File: src/hw/rtl/at_command_frame_builder_macros.svh
// ----------------------------------------------------------------------------
// AT command frame builder assertion macros
// Shared assertion shorthands, clocked on clk and disabled while in reset.
// ----------------------------------------------------------------------------
`ifndef AT_COMMAND_FRAME_BUILDER_MACROS_SVH
`define AT_COMMAND_FRAME_BUILDER_MACROS_SVH

// A property that must hold at every clock edge outside reset.
`define ATCFB_ASSERT(lbl, prop, msg) \
    lbl: assert property (@(posedge clk) disable iff (!rst_n) (prop)) else $error(msg);

// A condition that must be followed by another one in the next cycle.
`define ATCFB_ASSERT_NEXT(lbl, pre, post, msg) \
    lbl: assert property (@(posedge clk) disable iff (!rst_n) (pre) |=> (post)) \
        else $error(msg);

`endif

File: src/hw/rtl/atcfb_pkg.sv
// ----------------------------------------------------------------------------
// AT command frame builder package
// Shared constants, the work item passed between front and back, and helpers.
// ----------------------------------------------------------------------------
package atcfb_pkg;

    localparam logic [7:0] API_ID_AT   = 8'h08;
    localparam logic [6:0] ID_FIRST    = 7'h41;
    localparam logic [6:0] ID_LAST     = 7'h5A;
    localparam logic [7:0] DELIM_RESET = 8'h7E;
    localparam logic [7:0] CSUM_BASE   = 8'hFF;

    localparam int FIFO_DEPTH = 4;
    localparam int FIFO_IDX_W = $clog2(FIFO_DEPTH);
    localparam int FIFO_CNT_W = $clog2(FIFO_DEPTH + 1);

    // One classified input byte, with everything the back end needs to emit it.
    typedef struct packed {
        logic [7:0]  data;
        logic        first;
        logic        last;
        logic [15:0] dlen;
        logic [6:0]  fid;
        logic [7:0]  csum;
    } item_t;

    typedef enum logic [6:0] {
        ST_DELIM   = 7'b0000001,
        ST_LEN_HI  = 7'b0000010,
        ST_LEN_LO  = 7'b0000100,
        ST_API     = 7'b0001000,
        ST_FID     = 7'b0010000,
        ST_PAYLOAD = 7'b0100000,
        ST_CSUM    = 7'b1000000
    } back_state_t;

    // Rolling frame id: A through Z, then back to A. Anything out of range restarts at A.
    function automatic logic [6:0] next_id(input logic [6:0] id);
        logic [6:0] res;
        if (id < ID_FIRST || id >= ID_LAST)
            res = ID_FIRST;
        else
            res = id + 7'd1;
        return res;
    endfunction

endpackage

File: src/hw/rtl/at_command_frame_builder.sv
// ----------------------------------------------------------------------------
// AT command frame builder
// Wraps AT command bytes into serial API frames with header and checksum.
// ----------------------------------------------------------------------------
//
// Channel     Direction  Handshake           Transaction
// input       in         push / full         one payload byte with frame marks
// result      out        empty / pop         one frame byte with run/frame ends
// config      in         cfg_write           start delimiter byte, no read-back
//
// The front end accepts one byte per cycle while the item queue has room and
// the back end sends one frame byte per cycle into the output register while
// that register is free or being popped. A plain payload byte therefore yields
// one frame byte, a first byte adds five header bytes and a last the checksum.
// The output register and the four-entry item queue keep the input side moving
// while a result waits to be popped; full rises only when the queue fills.
// Reset clears the frame id, running sum, queue and output valid; the start
// delimiter returns to 0x7E. There is no clearing pass.
// ----------------------------------------------------------------------------
module at_command_frame_builder (
    input  logic        clk,
    input  logic        rst_n,
    input  logic        cfg_write,
    input  logic [7:0]  cfg_data,
    input  logic        push,
    output logic        full,
    input  logic [7:0]  payload_byte,
    input  logic        first_of_frame,
    input  logic        last_of_frame,
    input  logic [15:0] payload_length,
    output logic        empty,
    input  logic        pop,
    output logic [7:0]  out_byte,
    output logic        run_end,
    output logic        frame_end
);

    // Start delimiter register, unguarded: write it only while the block is idle.
    logic [7:0] start_delim_reg, start_delim_next;

    // Queue between the classifying front end and the frame sequencer.
    atcfb_pkg::item_t q_item;
    atcfb_pkg::item_t q_head;
    logic             q_wr;
    logic             q_rd;
    logic             q_full;
    logic             q_nonempty;

    assign start_delim_next = cfg_write ? cfg_data : start_delim_reg;

    always_ff @(posedge clk or negedge rst_n)
    begin
        if (!rst_n)
        begin
            start_delim_reg <= atcfb_pkg::DELIM_RESET;
        end
        else
        begin
            start_delim_reg <= start_delim_next;
        end
    end

    // The front end updates the frame id and running sum as each transaction
    // is accepted, so the checksum is ready before the back end needs it.
    atcfb_front u_front (
        .clk            (clk),
        .rst_n          (rst_n),
        .push           (push),
        .full           (full),
        .payload_byte   (payload_byte),
        .first_of_frame (first_of_frame),
        .last_of_frame  (last_of_frame),
        .payload_length (payload_length),
        .q_full         (q_full),
        .q_wr           (q_wr),
        .q_item         (q_item)
    );

    atcfb_fifo u_fifo (
        .clk      (clk),
        .rst_n    (rst_n),
        .wr       (q_wr),
        .wr_item  (q_item),
        .rd       (q_rd),
        .head     (q_head),
        .full     (q_full),
        .nonempty (q_nonempty)
    );

    // The back end walks header (first items), payload and checksum (last items)
    // steps and releases the queue entry with the item's final result byte.
    atcfb_back u_back (
        .clk         (clk),
        .rst_n       (rst_n),
        .start_delim (start_delim_reg),
        .head        (q_head),
        .q_nonempty  (q_nonempty),
        .q_rd        (q_rd),
        .empty       (empty),
        .pop         (pop),
        .out_byte    (out_byte),
        .run_end     (run_end),
        .frame_end   (frame_end)
    );

endmodule

File: src/hw/rtl/atcfb_fifo.sv
// ----------------------------------------------------------------------------
// AT command frame builder item queue
// Short queue of classified items between the front and the back end.
// ----------------------------------------------------------------------------
module atcfb_fifo (
    input  logic                 clk,
    input  logic                 rst_n,
    input  logic                 wr,
    input  atcfb_pkg::item_t     wr_item,
    input  logic                 rd,
    output atcfb_pkg::item_t     head,
    output logic                 full,
    output logic                 nonempty
);

    atcfb_pkg::item_t mem [atcfb_pkg::FIFO_DEPTH];

    logic [atcfb_pkg::FIFO_IDX_W-1:0] wr_ptr_reg, wr_ptr_next;
    logic [atcfb_pkg::FIFO_IDX_W-1:0] rd_ptr_reg, rd_ptr_next;
    logic [atcfb_pkg::FIFO_CNT_W-1:0] count_reg, count_next;

    localparam logic [atcfb_pkg::FIFO_IDX_W-1:0] LAST_IDX =
        atcfb_pkg::FIFO_IDX_W'(atcfb_pkg::FIFO_DEPTH - 1);
    localparam logic [atcfb_pkg::FIFO_CNT_W-1:0] FULL_CNT =
        atcfb_pkg::FIFO_CNT_W'(atcfb_pkg::FIFO_DEPTH);

    assign full     = (count_reg == FULL_CNT);
    assign nonempty = (count_reg != '0);
    assign head     = mem[rd_ptr_reg];

    always_comb
    begin
        wr_ptr_next = wr_ptr_reg;
        rd_ptr_next = rd_ptr_reg;
        count_next  = count_reg;
        if (wr)
        begin
            wr_ptr_next = (wr_ptr_reg == LAST_IDX) ? '0 : wr_ptr_reg + 1'b1;
        end
        if (rd)
        begin
            rd_ptr_next = (rd_ptr_reg == LAST_IDX) ? '0 : rd_ptr_reg + 1'b1;
        end
        if (wr && !rd)
            count_next = count_reg + 1'b1;
        else if (!wr && rd)
            count_next = count_reg - 1'b1;
    end

    always_ff @(posedge clk)
    begin
        if (wr)
        begin
            mem[wr_ptr_reg] <= wr_item;
        end
    end

    always_ff @(posedge clk or negedge rst_n)
    begin
        if (!rst_n)
        begin
            wr_ptr_reg <= '0;
            rd_ptr_reg <= '0;
            count_reg  <= '0;
        end
        else
        begin
            wr_ptr_reg <= wr_ptr_next;
            rd_ptr_reg <= rd_ptr_next;
            count_reg  <= count_next;
        end
    end

endmodule

File: src/hw/rtl/atcfb_front.sv
// ----------------------------------------------------------------------------
// AT command frame builder front end
// Accepts payload bytes, advances the frame id and folds each byte into the checksum.
// ----------------------------------------------------------------------------
module atcfb_front (
    input  logic              clk,
    input  logic              rst_n,
    input  logic              push,
    output logic              full,
    input  logic [7:0]        payload_byte,
    input  logic              first_of_frame,
    input  logic              last_of_frame,
    input  logic [15:0]       payload_length,
    input  logic              q_full,
    output logic              q_wr,
    output atcfb_pkg::item_t  q_item
);

    logic [6:0] frame_id_reg, frame_id_next;
    logic [7:0] sum_reg, sum_next;
    logic [6:0] id_new;
    logic [7:0] sum_base;

    assign full = q_full;
    assign q_wr = push && !q_full;

    always_comb
    begin
        id_new   = atcfb_pkg::next_id(frame_id_reg);
        sum_base = first_of_frame ? (atcfb_pkg::API_ID_AT + {1'b0, id_new}) : sum_reg;
        sum_next = sum_base + payload_byte;
        frame_id_next = first_of_frame ? id_new : frame_id_reg;

        q_item.data  = payload_byte;
        q_item.first = first_of_frame;
        q_item.last  = last_of_frame;
        q_item.dlen  = payload_length + 16'd2;
        q_item.fid   = id_new;
        q_item.csum  = atcfb_pkg::CSUM_BASE - sum_next;
    end

    always_ff @(posedge clk or negedge rst_n)
    begin
        if (!rst_n)
        begin
            frame_id_reg <= '0;
            sum_reg      <= '0;
        end
        else if (q_wr)
        begin
            frame_id_reg <= frame_id_next;
            sum_reg      <= sum_next;
        end
    end

endmodule

File: src/hw/rtl/atcfb_back.sv
// ----------------------------------------------------------------------------
// AT command frame builder back end
// Expands each item into its byte, plus header if first and checksum if last.
// ----------------------------------------------------------------------------
`include "at_command_frame_builder_macros.svh"

module atcfb_back (
    input  logic              clk,
    input  logic              rst_n,
    input  logic [7:0]        start_delim,
    input  atcfb_pkg::item_t  head,
    input  logic              q_nonempty,
    output logic              q_rd,
    output logic              empty,
    input  logic              pop,
    output logic [7:0]        out_byte,
    output logic              run_end,
    output logic              frame_end
);

    atcfb_pkg::back_state_t state_reg, state_next, step;

    logic       out_valid_reg, out_valid_next;
    logic [7:0] byte_reg, byte_next;
    logic       run_end_reg, run_end_next;
    logic       frame_end_reg, frame_end_next;
    logic       load;

    assign empty     = !out_valid_reg;
    assign out_byte  = byte_reg;
    assign run_end   = run_end_reg;
    assign frame_end = frame_end_reg;

    // With an item queued, the output register loads when free or being drained.
    assign load = q_nonempty && (!out_valid_reg || pop);

    always_comb
    begin
        // An item without the first mark skips the header.
        step = (state_reg == atcfb_pkg::ST_DELIM && !head.first) ?
               atcfb_pkg::ST_PAYLOAD : state_reg;

        state_next     = state_reg;
        byte_next      = byte_reg;
        run_end_next   = run_end_reg;
        frame_end_next = frame_end_reg;
        q_rd           = 1'b0;

        if (load)
        begin
            run_end_next   = 1'b0;
            frame_end_next = 1'b0;
            unique case (step)
                atcfb_pkg::ST_DELIM:
                begin
                    byte_next  = start_delim;
                    state_next = atcfb_pkg::ST_LEN_HI;
                end
                atcfb_pkg::ST_LEN_HI:
                begin
                    byte_next  = head.dlen[15:8];
                    state_next = atcfb_pkg::ST_LEN_LO;
                end
                atcfb_pkg::ST_LEN_LO:
                begin
                    byte_next  = head.dlen[7:0];
                    state_next = atcfb_pkg::ST_API;
                end
                atcfb_pkg::ST_API:
                begin
                    byte_next  = atcfb_pkg::API_ID_AT;
                    state_next = atcfb_pkg::ST_FID;
                end
                atcfb_pkg::ST_FID:
                begin
                    byte_next  = {1'b0, head.fid};
                    state_next = atcfb_pkg::ST_PAYLOAD;
                end
                atcfb_pkg::ST_PAYLOAD:
                begin
                    byte_next = head.data;
                    if (head.last)
                    begin
                        state_next = atcfb_pkg::ST_CSUM;
                    end
                    else
                    begin
                        run_end_next = 1'b1;
                        q_rd         = 1'b1;
                        state_next   = atcfb_pkg::ST_DELIM;
                    end
                end
                atcfb_pkg::ST_CSUM:
                begin
                    byte_next      = head.csum;
                    run_end_next   = 1'b1;
                    frame_end_next = 1'b1;
                    q_rd           = 1'b1;
                    state_next     = atcfb_pkg::ST_DELIM;
                end
                default:
                begin
                    state_next = atcfb_pkg::ST_DELIM;
                end
            endcase
        end

        if (load)
            out_valid_next = 1'b1;
        else if (pop)
            out_valid_next = 1'b0;
        else
            out_valid_next = out_valid_reg;
    end

    always_ff @(posedge clk or negedge rst_n)
    begin
        if (!rst_n)
        begin
            state_reg     <= atcfb_pkg::ST_DELIM;
            out_valid_reg <= 1'b0;
        end
        else
        begin
            state_reg     <= state_next;
            out_valid_reg <= out_valid_next;
        end
    end

    always_ff @(posedge clk)
    begin
        byte_reg      <= byte_next;
        run_end_reg   <= run_end_next;
        frame_end_reg <= frame_end_next;
    end

    `ATCFB_ASSERT(a_csum_closes_run, (out_valid_reg && frame_end_reg) |-> run_end_reg, "checksum byte must close its run")
    `ATCFB_ASSERT(a_rd_only_at_end, q_rd |-> (step == atcfb_pkg::ST_PAYLOAD || step == atcfb_pkg::ST_CSUM), "queue read outside payload or checksum step")
    `ATCFB_ASSERT_NEXT(a_csum_restarts, load && step == atcfb_pkg::ST_CSUM, state_reg == atcfb_pkg::ST_DELIM, "sequencer did not return to frame start after checksum")

endmodule

File: config.mk
export PLATFORM = sky130hd
export DESIGN_NAME = at_command_frame_builder
export DESIGN_NICKNAME = d
export VERILOG_FILES = /design/src/hw/rtl/atcfb_pkg.sv /design/src/hw/rtl/at_command_frame_builder.sv /design/src/hw/rtl/atcfb_fifo.sv /design/src/hw/rtl/atcfb_front.sv /design/src/hw/rtl/atcfb_back.sv
export VERILOG_INCLUDE_DIRS = /design/src /design/src/hw/rtl
export SDC_FILE = /design/constraint.sdc
export NUM_CORES = 1
export LEC_CHECK = 0
export ABC_CLOCK_PERIOD_IN_PS = 4000
export BUFFER_PORTS_ARGS = -buffer_cell sky130_fd_sc_hd__buf_4
export CORE_UTILIZATION = 45
export CTS_CLUSTER_SIZE = 25
export DETAILED_ROUTE_END_ITERATION = 6
export PLACE_DENSITY_LB_ADDON = 0.15
export SLEW_MARGIN = 10
export SYNTH_ARGS = -nofsm -noshare
export SYNTH_HDL_FRONTEND = slang
export SYNTH_SLANG_ARGS = --single-unit
File: constraint.sdc
create_clock -name clk -period 4 [get_ports clk]
set_clock_uncertainty 0.05 [all_clocks]
set_input_delay 0.8 -clock clk [delete_from_list [all_inputs] [get_ports clk]]
set_output_delay 0.8 -clock clk [all_outputs]
set_load 0.01 [all_outputs]
Word-level counts from Yosys, hierarchy flattened
Memories as Yosys holds them, arrays and structs flattened.
Cells that the tools add are included.

storage, ports and cells
  logic and storage cells = 70
  output and inout bits = 12
  bits in registers = 48
  memories kept = 1
  bits in writable memories = 164
  bits of input ports = 39

memory list
  memory      depth  width  rd ports  clocked after memory_dff  write ports  line              source
  u_fifo.mem  4      41     1         0                         1            atcfb_fifo.sv:16  atcfb_pkg::item_t mem [atcfb_pkg::FIFO_DEPTH];

cells by class
  multiplexer cells = 18
  add/subtract/negate cells = 9
  reduce and logical (&&, ||, !) cells = 18
  $lt $le $gt $ge = 2
  eq/ne operators = 11

operator list
  kind                     number
  $pmux W8 S7              1
  $pmux W7 S6              1
  $mux W7                  3
  $add A16 B2 Y16 const B  1
  $eq A7 B1 Y1 const B     2
  $add A4 B7 Y8 const A    1
  $add A8 B8 Y8            1
  $mux W8                  1
  $sub A8 B8 Y8 const A    1
  $add A7 B1 Y7 const B    1
  $eq A7 B2 Y1 const B     1
  $eq A7 B3 Y1 const B     1
  $eq A7 B4 Y1 const B     1
  $eq A7 B5 Y1 const B     1
  $eq A7 B6 Y1 const B     1
  $eq A7 B7 Y1 const B     1
  $ge A7 B7 Y1 const B     1
  $lt A7 B7 Y1 const B     1
  $mux W1                  7
  $reduce_bool A7 Y1       1
  $mux W3                  2
  $logic_and A1 B1 Y1      5
  $logic_not A1 Y1         5
  $add A2 B1 Y2 const B    2
  other kinds (10)         15

Depth between registers and ports, before layout
An unclocked memory read counts as a cell.

  word-level depth = 10
  depth in mapped cells = 15
  depth with buffers taken out = 15

Cells and area by module
From an unflattened synthesis, not the netlist that was laid out.

second synthesis, totals
  cells, all modules = 582
  area total of the unflattened synthesis = 9452.8 um2

by module, submodules not included
  module                    area each (um2)  sequential area each (um2)  cells each  instances
  atcfb_fifo                6387.4           5099.9                      252         1
  atcfb_front               1451.4           375.4                       174         1
  atcfb_back                1275.0           501.7                       139         1
  at_command_frame_builder  339.1            207.7                       17          1

Least setup slack after synthesis
Ideal clock, no wire load.

  path kind = reg-to-reg
  start point = register u_front.frame_id_reg[0]
  end point = memory u_fifo.mem[0][6] (netlist name), data pin
  period minus slack after synthesis = 3219 ps
  arrival = 2900 ps
  stages on the path, launching flop included = 13
  setup slack = 781 ps
  cells stage by stage = dfrtp_1 -> inv_1 -> ha_1 -> a31oi_1 -> o2111ai_1 -> nor2_1 -> ha_1 -> mux2_2 -> ha_1 -> a21boi_0 -> o21a_1 -> o21a_1 -> or2_2

RTL lines
  what                      line               source
  start: declaration        atcfb_front.sv:19  logic [6:0] frame_id_reg, frame_id_next;
  start signal: assignment  atcfb_front.sv:51  frame_id_reg <= frame_id_next;
  end: declaration          atcfb_fifo.sv:16

==> results.tsv <==
metric	value	unit
status	finished, final reports clean	
ys_warn_count	0	
placed_area	9760	um2
core	19600	um2
grtUsageTotal	0.186	
root_buffer	clkbuf_16	
vdd_ir_drop_max	0.393	mV
synth_cell_types	59	
top_register	u_fifo.mem	
critPathKind	flop to flop	
critPathTopFamily	compound AO/OA/AOI/OAI gates	
power	7.99	mW
dr.pass1.iters	4	
max_slew_margin	0.379	
synth.avg_cell_area	17.0	um2
worstPathRequired	4310	ps
hold_path.class	primary input to async pin	
drc_errors	0	
crit_path_max_incr_delay	440	ps
nFillCells	1578	
rsz0062_at_grt	no	
die_w	144	um
cts_tree	done	
drv_cap	0	
start_util	0.462	
grt_antenna_before_repair	0	
power.density	764	nW/um2
layout-drive-gt1-share	0.287	
clock_path_buffers	3	
stdcell_area	10500	um2
gp_congestion	0.829	
largest_reg_flops	164	
dieArea	20700	um2
grt_pass1_vias	4915	
dr.first_iter.drc_count	261	
nets	657	
gr-total-overflow	0	
r2r_cells	13	
clock.fmax	277	MHz
synth-async-reset-ratio	0.179	
clock_latency	510	ps
worstPathMaxFanout	7	
wl_per_cell	20.5	um
cts_made_buffers	23	
ios	51	
hold_viol	0	
total_leakage_power	3.71	nW
diodes	0	
setup_tns	0	ps
die_h	144	um
worstMarginPinSlew	932	ps
cts_hold_buf	0	
ant_nets	0	
seq_area_frac_synth	0.684	
portBuffers	50	
holdWs	233	ps
worst_setup_path_end_kind	flop	
ys.flop_type	edfxtp_1	
ctsHtreeMaxLevel	1	
cp_num_cells	13	
path_buf_inv	1	
grt_pass1_wl	28200	um
vias_per_cell	5.38	
netlist_area	9040	um2
synth_edf_count	174	
syn2layout_area_growth	15.7	%
final_max_slew_viol_count	0	
cts_sinks	212	
wl	18000	um
clk_pin_slew	60	ps
setup_viol	0	
cts_setup_buffers	0	
path_cells	inv_1 > ha_1 > a31oi_1 > o2111ai_1 > nor2_1 > ha_1 > mux2_2 > ha_1 > nand3_1 > o21ai_0 > o31ai_1 > xnor2_1 > o21ai_0	
vias	4742	
crit_top_cell	ha_1	
cts_resized	0	
slowest_stage	dfrtp_1	
worstPathArrival	3920	ps
start_kind	flop	
core.rowCount	51	
synth_seq_cells	212	
fin_crit	3610	ps
grt_max_degree	43	
dp_hpwl	11500	um
fin_crit_sh	0.901	
synthCells	532	
==> routing by layer <==
metal | GRT usage | up-vias | part of all wire
met3 | 0.0303 | 32 | 0.042
met1 | 0.247 | 2410 | 0.44
met2 | 0.312 | 107 | 0.50
li1 | - | 2193 | -
met5 | 0 | - | 0
met4 | 0.0588 | 0 | 0.024
==> final timing paths <==
path	start	end	slack [ps]
worst max-delay path	u_front.frame_id_reg[0]$_DFFE_PN0P_	u_front.sum_reg[7]$_DFFE_PN0P_	390
max in group asynchronous	rst_n	u_fifo.rd_ptr_reg[1]$_DFFE_PN0P_	3250
worst max register to register	u_front.frame_id_reg[0]$_DFFE_PN0P_	u_front.sum_reg[7]$_DFFE_PN0P_	390
worst min register to register	u_front.sum_reg[7]$_DFFE_PN0P_	u_front.sum_reg[7]$_DFFE_PN0P_	430
min in group clk	u_front.sum_reg[7]$_DFFE_PN0P_	u_front.sum_reg[7]$_DFFE_PN0P_	430
worst min-delay path	rst_n	start_delim_reg[0]$_DFFE_PN0P_	230
==> metrics by stage <==
stage	setup WS (ps)	std cells	utilization
final	395	881	0.534
after global placement	526	839	0.498
after CTS	387	881	0.534
after floorplan	781	538	-
after detailed placement	385	839	0.498
after global routing	18.0	881	0.534
==> placed cells by master, fill, tap and decap left out, drive strengths merged, types with 4 or more instances in the layout <==
master  Yosys  layout
edfxtp    174     174
clkinv      0       9
dfrtp      31      31
inv        21      22
nor2b       4       4
nand2      32      32
mux2       23      23
nor2       22      22
dfstp       7       7
o21ai      19      19
nand2b      6       6
buf        14      57
xor2        8       8
clkbuf      7      30
and2        9       9
ha         17      17
conb        2       8
xnor2      18      18
nand3      12      12
a21oi       6       6
mux4       41      41
a41oi       6       6
a22oi      12      12
==> cells by family (layout without fill, tap and decap cells) <==
logic type	Yosys count	count (layout)	share of synthesized area
flip-flops	212	212	0.684
AND/OR/NAND/NOR	104	104	0.0596
multiplexers	64	64	0.131
AO/OA/AOI/OAI	63	63	0.0506
buffers and inverters	42	120	0.0209
XOR/XNOR	26	26	0.0252
adder cells (fa/ha/maj)	19	19	0.0280
other	2	8	0.000831
==> cells in the mapped netlist (3+ instances only) <==
cell type | instances | share of area
a41oi_1 | 6 | 0.0058
ha_1 | 17 | 0.024
mux4_2 | 41 | 0.10
a21oi_1 | 5 | 0.0028
nor3_1 | 3 | 0.0017
buf_2 | 10 | 0.0055
nand3_1 | 11 | 0.0061
mux2_2 | 20 | 0.025
o21ai_1 | 3 | 0.0017
nand2_1 | 32 | 0.013
xor2_1 | 8 | 0.0078
nor2_1 | 22 | 0.0091
dfrtp_1 | 31 | 0.086
and3_1 | 3 | 0.0021
nor2b_1 | 4 | 0.0028
nand4_1 | 3 | 0.0021
clkbuf_1 | 7 | 0.0029
dfstp_2 | 7 | 0.020
a22oi_1 | 12 | 0.010
o21ai_0 | 15 | 0.0083
nand2b_1 | 5 | 0.0035
edfxtp_1 | 174 | 0.58
xnor2_1 | 18 | 0.017
o21a_1 | 3 | 0.0025
inv_1 | 19 | 0.0079
mux2_1 | 3 | 0.0037
and2_1 | 8 | 0.0055
==> power breakdown <==
| group | leakage [nW] | total [mW] | internal (mW) | switching, mW |
|---|---|---|---|---|
| sequential | 2.05 | 3.45 | 3.22 | 0.231 |
| combinational | 1.31 | 2.57 | 1.11 | 1.47 |
| clock | 0.342 | 1.96 | 1.14 | 0.819 |
==> cell type report <==
type                    instances  area [um2]  share of cell area
repair buffers                 57         465              0.0445
clock inverters                12        86.3             0.00826
inverters                      21        78.8             0.00754
flip-flops and latches        212        6190               0.592
clock buffers                  30         612              0.0585
well taps                     265         332              0.0317
multi-input cells             284        2700               0.258
Power figures use the tool's default switching activity.
